File: src/rtl/iirb_pkg.sv
`default_nettype none

package iirb_pkg;

	localparam int SAMPLE_W      = 16;
	localparam int COEF_W        = 24;
	localparam int FRAC_W        = 20;
	localparam int PROD_W        = SAMPLE_W + COEF_W;
	localparam int ACC_W         = PROD_W + 4;
	localparam int RND_W         = ACC_W - FRAC_W;
	localparam int REG_IDX_W     = 3;
	localparam int DEFAULT_ORDER = 2;

	localparam logic [REG_IDX_W-1:0] REG_A0         = 3'd0;
	localparam logic [REG_IDX_W-1:0] REG_A1         = 3'd1;
	localparam logic [REG_IDX_W-1:0] REG_A2         = 3'd2;
	localparam logic [REG_IDX_W-1:0] REG_B1         = 3'd3;
	localparam logic [REG_IDX_W-1:0] REG_B2         = 3'd4;
	localparam logic [REG_IDX_W-1:0] REG_MIX_ENABLE = 3'd5;
	localparam logic [REG_IDX_W-1:0] REG_MIX_GAIN   = 3'd6;

	localparam logic signed [COEF_W-1:0] A0_RESET   = 24'sd1048576;
	localparam logic signed [ACC_W-1:0]  ROUND_BIAS = ACC_W'(1) << (FRAC_W - 1);
	localparam logic signed [RND_W-1:0]  SAT_MAX    = RND_W'(32767);
	localparam logic signed [RND_W-1:0]  SAT_MIN    = RND_W'(-32768);

	typedef enum logic [2:0] {
		OP_A0,
		OP_A1,
		OP_B1,
		OP_A2,
		OP_B2,
		OP_MIX
	} op_sel_t;

	typedef struct packed {
		logic signed [COEF_W-1:0] a0;
		logic signed [COEF_W-1:0] a1;
		logic signed [COEF_W-1:0] a2;
		logic signed [COEF_W-1:0] b1;
		logic signed [COEF_W-1:0] b2;
		logic signed [COEF_W-1:0] mix_gain;
		logic                     mix_enable;
	} coef_t;

	typedef struct packed {
		logic    load_x;
		logic    mul_en;
		op_sel_t op;
		logic    acc_add;
		logic    fin_filter;
		logic    mix_init;
		logic    fin_mix;
		logic    out_load;
	} cmd_t;

	typedef struct packed {
		logic mix_enable;
		logic out_busy;
	} stat_t;

	typedef struct packed {
		logic signed [SAMPLE_W-1:0] value;
		logic                       clip;
	} rsat_t;

	function automatic rsat_t round_sat(input logic signed [ACC_W-1:0] acc);
		logic signed [ACC_W-1:0] biased;
		logic signed [RND_W-1:0] r;
		rsat_t                   res;
		biased    = acc + ROUND_BIAS;
		r         = biased[ACC_W-1:FRAC_W];
		res.value = r[SAMPLE_W-1:0];
		res.clip  = 1'b0;
		if (r > SAT_MAX) begin
			res.value = SAT_MAX[SAMPLE_W-1:0];
			res.clip  = 1'b1;
		end else if (r < SAT_MIN) begin
			res.value = SAT_MIN[SAMPLE_W-1:0];
			res.clip  = 1'b1;
		end
		return res;
	endfunction

endpackage

`default_nettype wire

File: src/rtl/iirb_regs.sv
`default_nettype none

module iirb_regs (
	input  wire logic                            clk,
	input  wire logic                            arst_n,
	input  wire logic                            cfg_we,
	input  wire logic [iirb_pkg::REG_IDX_W-1:0]  cfg_index,
	input  wire logic [iirb_pkg::COEF_W-1:0]     cfg_data,
	output iirb_pkg::coef_t                      coef
);
	import iirb_pkg::*;

	coef_t coef_q;

	always_ff @(posedge clk or negedge arst_n) begin
		if (!arst_n) begin
			coef_q.a0         <= A0_RESET;
			coef_q.a1         <= '0;
			coef_q.a2         <= '0;
			coef_q.b1         <= '0;
			coef_q.b2         <= '0;
			coef_q.mix_gain   <= '0;
			coef_q.mix_enable <= 1'b0;
		end else if (cfg_we) begin
			case (cfg_index)
				REG_A0:         coef_q.a0         <= cfg_data;
				REG_A1:         coef_q.a1         <= cfg_data;
				REG_A2:         coef_q.a2         <= cfg_data;
				REG_B1:         coef_q.b1         <= cfg_data;
				REG_B2:         coef_q.b2         <= cfg_data;
				REG_MIX_ENABLE: coef_q.mix_enable <= cfg_data[0];
				REG_MIX_GAIN:   coef_q.mix_gain   <= cfg_data;
				default: begin
				end
			endcase
		end
	end

	assign coef = coef_q;

endmodule

`default_nettype wire

File: src/rtl/iirb_ctrl.sv
`default_nettype none

module iirb_ctrl #(
	parameter int ORDER = iirb_pkg::DEFAULT_ORDER
) (
	input  wire logic            clk,
	input  wire logic            arst_n,
	input  wire logic            s_tvalid,
	output logic                 s_tready,
	input  wire iirb_pkg::stat_t stat,
	output iirb_pkg::cmd_t       cmd
);
	import iirb_pkg::*;

	typedef enum logic [7:0] {
		ST_IDLE  = 8'b0000_0001,
		ST_MAC   = 8'b0000_0010,
		ST_DRAIN = 8'b0000_0100,
		ST_ROUND = 8'b0000_1000,
		ST_MIXM  = 8'b0001_0000,
		ST_MIXA  = 8'b0010_0000,
		ST_MIXR  = 8'b0100_0000,
		ST_OUT   = 8'b1000_0000
	} state_t;

	localparam op_sel_t LAST_OP = (ORDER > 1) ? OP_B2 : OP_B1;

	state_t  state_q, state_d;
	op_sel_t term_q;
	logic    accept;

	assign accept = s_tvalid && s_tready;

	always_comb begin
		state_d  = state_q;
		cmd      = '0;
		cmd.op   = OP_A0;
		s_tready = 1'b0;
		case (state_q)
			ST_IDLE: begin
				s_tready   = 1'b1;
				cmd.load_x = s_tvalid;
				if (s_tvalid) begin
					state_d = ST_MAC;
				end
			end
			ST_MAC: begin
				cmd.mul_en  = 1'b1;
				cmd.op      = term_q;
				cmd.acc_add = (term_q != OP_A0);
				if (term_q == LAST_OP) begin
					state_d = ST_DRAIN;
				end
			end
			ST_DRAIN: begin
				cmd.acc_add = 1'b1;
				state_d     = ST_ROUND;
			end
			ST_ROUND: begin
				cmd.fin_filter = 1'b1;
				state_d        = stat.mix_enable ? ST_MIXM : ST_OUT;
			end
			ST_MIXM: begin
				cmd.mul_en   = 1'b1;
				cmd.op       = OP_MIX;
				cmd.mix_init = 1'b1;
				state_d      = ST_MIXA;
			end
			ST_MIXA: begin
				cmd.acc_add = 1'b1;
				state_d     = ST_MIXR;
			end
			ST_MIXR: begin
				cmd.fin_mix = 1'b1;
				state_d     = ST_OUT;
			end
			ST_OUT: begin
				if (!stat.out_busy) begin
					cmd.out_load = 1'b1;
					state_d      = ST_IDLE;
				end
			end
			default: begin
				state_d = ST_IDLE;
			end
		endcase
	end

	always_ff @(posedge clk or negedge arst_n) begin
		if (!arst_n) begin
			state_q <= ST_IDLE;
			term_q  <= OP_A0;
		end else begin
			state_q <= state_d;
			if (accept) begin
				term_q <= OP_A0;
			end else if (state_q == ST_MAC) begin
				term_q <= op_sel_t'(term_q + 3'd1);
			end
		end
	end

endmodule

`default_nettype wire

File: src/rtl/iirb_dp.sv
`default_nettype none

module iirb_dp #(
	parameter int ORDER = iirb_pkg::DEFAULT_ORDER
) (
	input  wire logic                           clk,
	input  wire logic                           arst_n,
	input  wire logic [iirb_pkg::SAMPLE_W-1:0]  s_tdata,
	input  wire iirb_pkg::cmd_t                 cmd,
	input  wire iirb_pkg::coef_t                coef,
	output iirb_pkg::stat_t                     stat,
	output logic                                m_tvalid,
	input  wire logic                           m_tready,
	output logic [iirb_pkg::SAMPLE_W-1:0]       m_tdata,
	output logic                                m_tuser
);
	import iirb_pkg::*;

	logic signed [SAMPLE_W-1:0] x_q;
	logic signed [SAMPLE_W-1:0] x_hist_q [ORDER];
	logic signed [SAMPLE_W-1:0] y_hist_q [ORDER];
	logic signed [SAMPLE_W-1:0] yf_q;
	logic signed [SAMPLE_W-1:0] res_q;
	logic                       sat_q;
	logic signed [PROD_W-1:0]   prod_s1;
	logic signed [ACC_W-1:0]    acc_q;
	logic signed [COEF_W-1:0]   coef_sel;
	logic signed [SAMPLE_W-1:0] data_sel;
	logic                       out_valid_q;
	logic [SAMPLE_W-1:0]        out_data_q;
	logic                       out_sat_q;
	rsat_t                      rs;

	assign rs = round_sat(acc_q);

	always_comb begin
		case (cmd.op)
			OP_A0: begin
				coef_sel = coef.a0;
				data_sel = x_q;
			end
			OP_A1: begin
				coef_sel = coef.a1;
				data_sel = x_hist_q[0];
			end
			OP_B1: begin
				coef_sel = coef.b1;
				data_sel = y_hist_q[0];
			end
			OP_A2: begin
				coef_sel = coef.a2;
				data_sel = x_hist_q[ORDER-1];
			end
			OP_B2: begin
				coef_sel = coef.b2;
				data_sel = y_hist_q[ORDER-1];
			end
			OP_MIX: begin
				coef_sel = coef.mix_gain;
				data_sel = yf_q;
			end
			default: begin
				coef_sel = '0;
				data_sel = '0;
			end
		endcase
	end

	// datapath payload
	always_ff @(posedge clk) begin
		if (cmd.load_x) begin
			x_q <= s_tdata;
		end
		if (cmd.mul_en) begin
			prod_s1 <= coef_sel * data_sel;
		end
		if (cmd.load_x) begin
			acc_q <= '0;
		end else if (cmd.mix_init) begin
			acc_q <= {{(ACC_W-SAMPLE_W-FRAC_W){x_q[SAMPLE_W-1]}}, x_q, {FRAC_W{1'b0}}};
		end else if (cmd.acc_add) begin
			acc_q <= acc_q + ACC_W'(prod_s1);
		end
		if (cmd.fin_filter) begin
			yf_q  <= rs.value;
			res_q <= rs.value;
			sat_q <= rs.clip;
		end else if (cmd.fin_mix) begin
			res_q <= rs.value;
			sat_q <= sat_q | rs.clip;
		end
		if (cmd.out_load) begin
			out_data_q <= res_q;
			out_sat_q  <= sat_q;
		end
	end

	// filter histories, newest first
	always_ff @(posedge clk or negedge arst_n) begin
		if (!arst_n) begin
			for (int i = 0; i < ORDER; i++) begin
				x_hist_q[i] <= '0;
				y_hist_q[i] <= '0;
			end
		end else if (cmd.fin_filter) begin
			for (int i = ORDER - 1; i > 0; i--) begin
				x_hist_q[i] <= x_hist_q[i-1];
				y_hist_q[i] <= y_hist_q[i-1];
			end
			x_hist_q[0] <= x_q;
			y_hist_q[0] <= rs.value;
		end
	end

	always_ff @(posedge clk or negedge arst_n) begin
		if (!arst_n) begin
			out_valid_q <= 1'b0;
		end else if (cmd.out_load) begin
			out_valid_q <= 1'b1;
		end else if (m_tready) begin
			out_valid_q <= 1'b0;
		end
	end

	assign stat.mix_enable = coef.mix_enable;
	assign stat.out_busy   = out_valid_q && !m_tready;
	assign m_tvalid        = out_valid_q;
	assign m_tdata         = out_data_q;
	assign m_tuser         = out_sat_q;

endmodule

`default_nettype wire

File: src/rtl/iir_biquad_direct_form_one_core.sv
// a result beat is offered once the input beat has passed the MAC, DRAIN, ROUND and OUT states,
// in mix mode with MIXM, MIXA and MIXR before OUT; no new sample is taken before the last result is
// loaded into the output register, as every term uses the single shared 24x16 multiplier, one product per cycle
// a new input beat is taken while the previous result still waits on the output register
// reset: histories cleared, coefficients to their defaults (a0 = 1.0), no result pending
`default_nettype none

module iir_biquad_direct_form_one_core #(
	parameter int ORDER = iirb_pkg::DEFAULT_ORDER
) (
	input  wire logic                            clk,
	input  wire logic                            arst_n,
	input  wire logic                            s_tvalid,
	output logic                                 s_tready,
	input  wire logic [iirb_pkg::SAMPLE_W-1:0]   s_tdata,  // [15:0] sample_in
	output logic                                 m_tvalid,
	input  wire logic                            m_tready,
	output logic [iirb_pkg::SAMPLE_W-1:0]        m_tdata,  // [15:0] sample_out
	output logic                                 m_tuser,  // [0] saturated
	input  wire logic                            cfg_we,
	input  wire logic [iirb_pkg::REG_IDX_W-1:0]  cfg_index,
	input  wire logic [iirb_pkg::COEF_W-1:0]     cfg_data
);
	import iirb_pkg::*;

	coef_t coef;
	cmd_t  cmd;
	stat_t stat;

	iirb_regs u_regs (
		.clk       (clk),
		.arst_n    (arst_n),
		.cfg_we    (cfg_we),
		.cfg_index (cfg_index),
		.cfg_data  (cfg_data),
		.coef      (coef)
	);

	iirb_ctrl #(
		.ORDER (ORDER)
	) u_ctrl (
		.clk      (clk),
		.arst_n   (arst_n),
		.s_tvalid (s_tvalid),
		.s_tready (s_tready),
		.stat     (stat),
		.cmd      (cmd)
	);

	iirb_dp #(
		.ORDER (ORDER)
	) u_dp (
		.clk      (clk),
		.arst_n   (arst_n),
		.s_tdata  (s_tdata),
		.cmd      (cmd),
		.coef     (coef),
		.stat     (stat),
		.m_tvalid (m_tvalid),
		.m_tready (m_tready),
		.m_tdata  (m_tdata),
		.m_tuser  (m_tuser)
	);

endmodule

`default_nettype wire

File: config.mk
export PLATFORM = sky130hd
export DESIGN_NAME = iir_biquad_direct_form_one_core
export DESIGN_NICKNAME = d
export VERILOG_FILES = /design/src/rtl/iirb_pkg.sv /design/src/rtl/iirb_regs.sv /design/src/rtl/iirb_ctrl.sv /design/src/rtl/iirb_dp.sv /design/src/rtl/iir_biquad_direct_form_one_core.sv
export SDC_FILE = /design/constraint.sdc
export NUM_CORES = 2
export LEC_CHECK = 0
export ABC_AREA = 1
export BUFFER_PORTS_ARGS = -buffer_cell sky130_fd_sc_hd__buf_4
export CORE_MARGIN = 2
export CORE_UTILIZATION = 55
export DETAILED_ROUTE_END_ITERATION = 7
export GPL_ROUTABILITY_DRIVEN = 1
export PLACE_DENSITY = 0.71
export SETUP_SLACK_MARGIN = 0.1
export SYNTH_ARGS = -nofsm -noshare
export SYNTH_HDL_FRONTEND = slang
export SYNTH_SLANG_ARGS = --single-unit
File: constraint.sdc
create_clock -name clk -period 7.7 [get_ports clk]
set_input_delay 0.385 -clock clk [delete_from_list [all_inputs] [get_ports clk]]
set_output_delay 0.385 -clock clk [all_outputs]
set_load 0.005 [all_outputs]
==> flow_metrics.tcl <==
set metrics [dict create \
    hold_path.class "input port to async pin" \
    path_class "register to register" \
    std_cell_rows 89 \
    die-area_sq_um 62200 \
    timing.critical_path.from "u_ctrl.state_q[6]" \
    multiInputGateArea_sq_um 20700 \
    port-buffer-count 66 \
    grt_first_pass_wirelength_um 154000 \
    mappedNetlistArea_sq_um 33100 \
    yosys_synthesis_warning_count 0 \
    cp.buffers_inverters 10 \
    fmax_mhz 136 \
    register_bit_count_reported_by_yosys 371 \
    final.hold.worst_slack_ns -0.0223 \
    clock_sink_count 371 \
    critical_path.most_common_cell "fa_1" \
    worst_path_dominant_cell_family "adder cells" \
    outcome "finished with violations" \
    num-nets-final 4950 \
    post_route_worst_setup_slack_ns 0.333 \
    cp.arrival_ns 7.70 \
    drv.max_cap_violation_count 0 \
    synth-edff-count 106 \
    clock-skew-final_ns 0.0295 \
    layout.area.seq_sq_um 9600 \
    timing.final.crit_period_ns 7.37 \
    setup_repair_after_global_routing_missed_its_margin "true" \
    tritoncts "built" \
    grt_overflow_total 0 \
    timing.critical_path.fanout_max 7 \
    fill_cells 5040 \
    slew-limit-headroom_pct 28.2 \
    drc_errors 0 \
    r2r-end "u_dp.prod_s1[36]" \
    postRouteAntennaNets 0 \
    drt_wl_total_um 98400 \
    critical_path_required_ns 8.03 \
    worst_pin_slew_ns 1.08 \
    cts_root_buf "clkbuf_16" \
    antenna_found_initial 1 \
    drt_first_pass_iters 8 \
    setup_viol_count_final 0 \
    failing_checks "negative hold slack" \
    path_clk_slew_ns 0.07 \
    coreArea_sq_um 59200 \
    cts_htree_levels 2 \
    asyncSetResetFlopFracSynth_pct 59.6 \
    avgSynthCellArea_sq_um 8.04 \
    clk-insertion-delay-late_ns 0.60 \
    track_usage_pct 31.6 \
    grt_pass1_vias 28231 \
    syn_nets 4685 \
    dp_worst_setup_slack_ns 0.121 \
    areaGrowthSynthToFinish_pct 17.1 \
    final_hold_viol_count 41 \
    floorplan.die.width_um 249 \
    critPathCaptureType "register" \
    cts_buffers 41 \
    yosysSeqAreaShare_pct 29.0 \
    die_height_um 249 \
    gpl.final_weighted_congestion 0.997 \
    dr.first_iter.drc_count 2500 \
    rr_worst_depth 32 \
    floorplan.initialDensity_pct 55.9 \
    slew_violations 0 \
    critical-path-slowest-cell "fa_2" \
    post_route_cells_drive_above_1_share_pct 13.9 \
    avgRoutedWirePerCell_um 19.0 \
    vias 28192 \
    cts_max_path_buffers 3 \
    critical-path-max-stage-delay_ns 0.59 \
    reg2reg_from "u_ctrl.state_q[6]" \
    finalCritPeriodShare_pct 95.7 \
    synth_ff_type "dfrtp_1" \
    worst_setup_path_start_kind "register" \
    grt_start_max_net_pins 146 \
    io_pins 67 \
    antenna-diode-count 0 \
    setup-tns-final_ns 0 \
    viasPerCell 5.43 \
    netlist_instances 4118 \
    rrSetupSlack_ns 0.33 \
    synth.distinct_cells 51 \
    hpwl_um 75600 \
]
## worst max-delay path by stage
stage | to | slack [ns] | cells past startpoint
finish | u_dp.prod_s1[36] | 0.33 | 32
global route | u_dp.prod_s1[32] | 0.01 | 39
CTS | u_dp.prod_s1[34] | 0.13 | 35
detailed placement | u_dp.prod_s1[36] | 0.12 | 33
global placement | u_dp.prod_s1[36] | 0.15 | 32
floorplan | u_dp.prod_s1[39] | 0.77 | 30
## through the flow
stage | utilization, % | cell area, sq um | hold slack [ns] | instances
2_1_floorplan | - | 33100 | 0.0894 | 4118
3_3_place_gp | 60.3 | 35700 | 0.401 | 5047
3_5_place_dp | 60.3 | 35700 | 0.408 | 5047
4_1_cts | 62.9 | 37300 | 0.00816 | 5140
5_1_grt | 65.4 | 38700 | 0.0575 | 5189
6_report | 65.4 | 38700 | -0.0223 | 5189
## synth_stat cells, types with 3 or more instances
master,count,area [sq um]
inv_4,3,18.8
clkbuf_1,56,210
nand3_2,6,60.1
nand4_1,25,156
nor3_1,18,90.1
nand2_1,1060,3980
nor4_1,7,43.8
and2_1,3,18.8
a31oi_1,16,100
inv_1,753,2830
buf_4,9,67.6
nor3_4,18,293
xor2_1,47,412
o21a_1,3,22.5
o22ai_1,4,25.0
a21boi_0,5,37.5
dfrtp_1,219,5480
nor2_4,4,45.0
nand3_1,133,666
dfxtp_1,44,881
edfxtp_1,106,3180
o21bai_1,23,173
nand3b_1,3,22.5
fa_1,375,7510
nor2_2,9,56.3
ha_1,144,1800
a21o_1,5,37.5
or2_2,5,31.3
o21ai_0,286,1430
nor2_1,432,1620
a21oi_1,138,691
o21ai_1,10,50.1
buf_6,7,78.8
buf_2,42,210
inv_2,33,124
o211ai_1,11,82.6
nor3_2,10,100
xnor2_1,28,245
## metal layers
layer	share of wire [%]	up-vias	track usage [%]	routed length [um]
met2	48	1077	53.3	46800
met4	3.1	2	9.14	3040
li1	-	13159	-	-
met5	0.014	-	0	14
met3	7.6	181	4.20	7430
met1	42	13773	42.9	41100
## registers in the layout (all words and copies together) (netlist names)
signal / flops
u_dp.x_hist_q: 32
u_regs.coef: 145
u_ctrl.state_q: 8
u_dp.acc_q: 44
u_ctrl.term_q: 3
u_dp.m_tdata: 16
u_dp.yf_q: 16
u_dp.res_q: 16
u_dp.prod_s1: 40
u_dp.m_tuser: 1
u_dp.m_tvalid: 1
u_dp.y_hist_q: 32
u_dp.x_q: 16
u_dp.sat_q: 1
## logic make-up after synthesis
logic type / after synthesis / share of synthesized area [%]
buf+inv: 904 / 10.7
fa+ha+maj: 519 / 28.1
simple gates: 1743 / 22.0
compound gates: 506 / 8.16
xor+xnor: 75 / 1.98
flops: 371 / 29.0
## repair_timing
item                                    4_1_cts  5_1_grt
setup buffers                                 0       43
endpoints found under the setup margin        2       27
resized for setup                             2      223
pin swaps                                     0       70
cloned                                        0        6
hold buffers                                 17        0
endpoints found under the hold margin        17        0
## placed cells by master, fill, tap and decap left out, types with 44 or more instances in the layout
cell type,Yosys,layout
clkbuf_16,0,46
a21oi_1,138,120
inv_1,753,744
nand2_1,1060,1042
fa_1,375,366
edfxtp_1,106,106
dfrtp_1,219,219
xor2_1,47,46
o21ai_0,286,272
nor2_1,432,399
ha_1,144,123
nand3_1,133,127
buf_4,9,264
dfxtp_1,44,44
## cell type report
type	instances	share of cell area (%)
Tap cell	773	2.50
Multi-Input combinational cell	2844	53.4
Clock inverter	19	0.536
Timing Repair Buffer	333	7.86
Sequential cell	371	24.8
Inverter	790	7.88
Clock buffer	57	3.02
Timing Repair inverter	2	0.0291
Power is left out: the tool's default activity adds up to more than one toggle a clock period on the data nets, which glitch-free logic cannot reach.
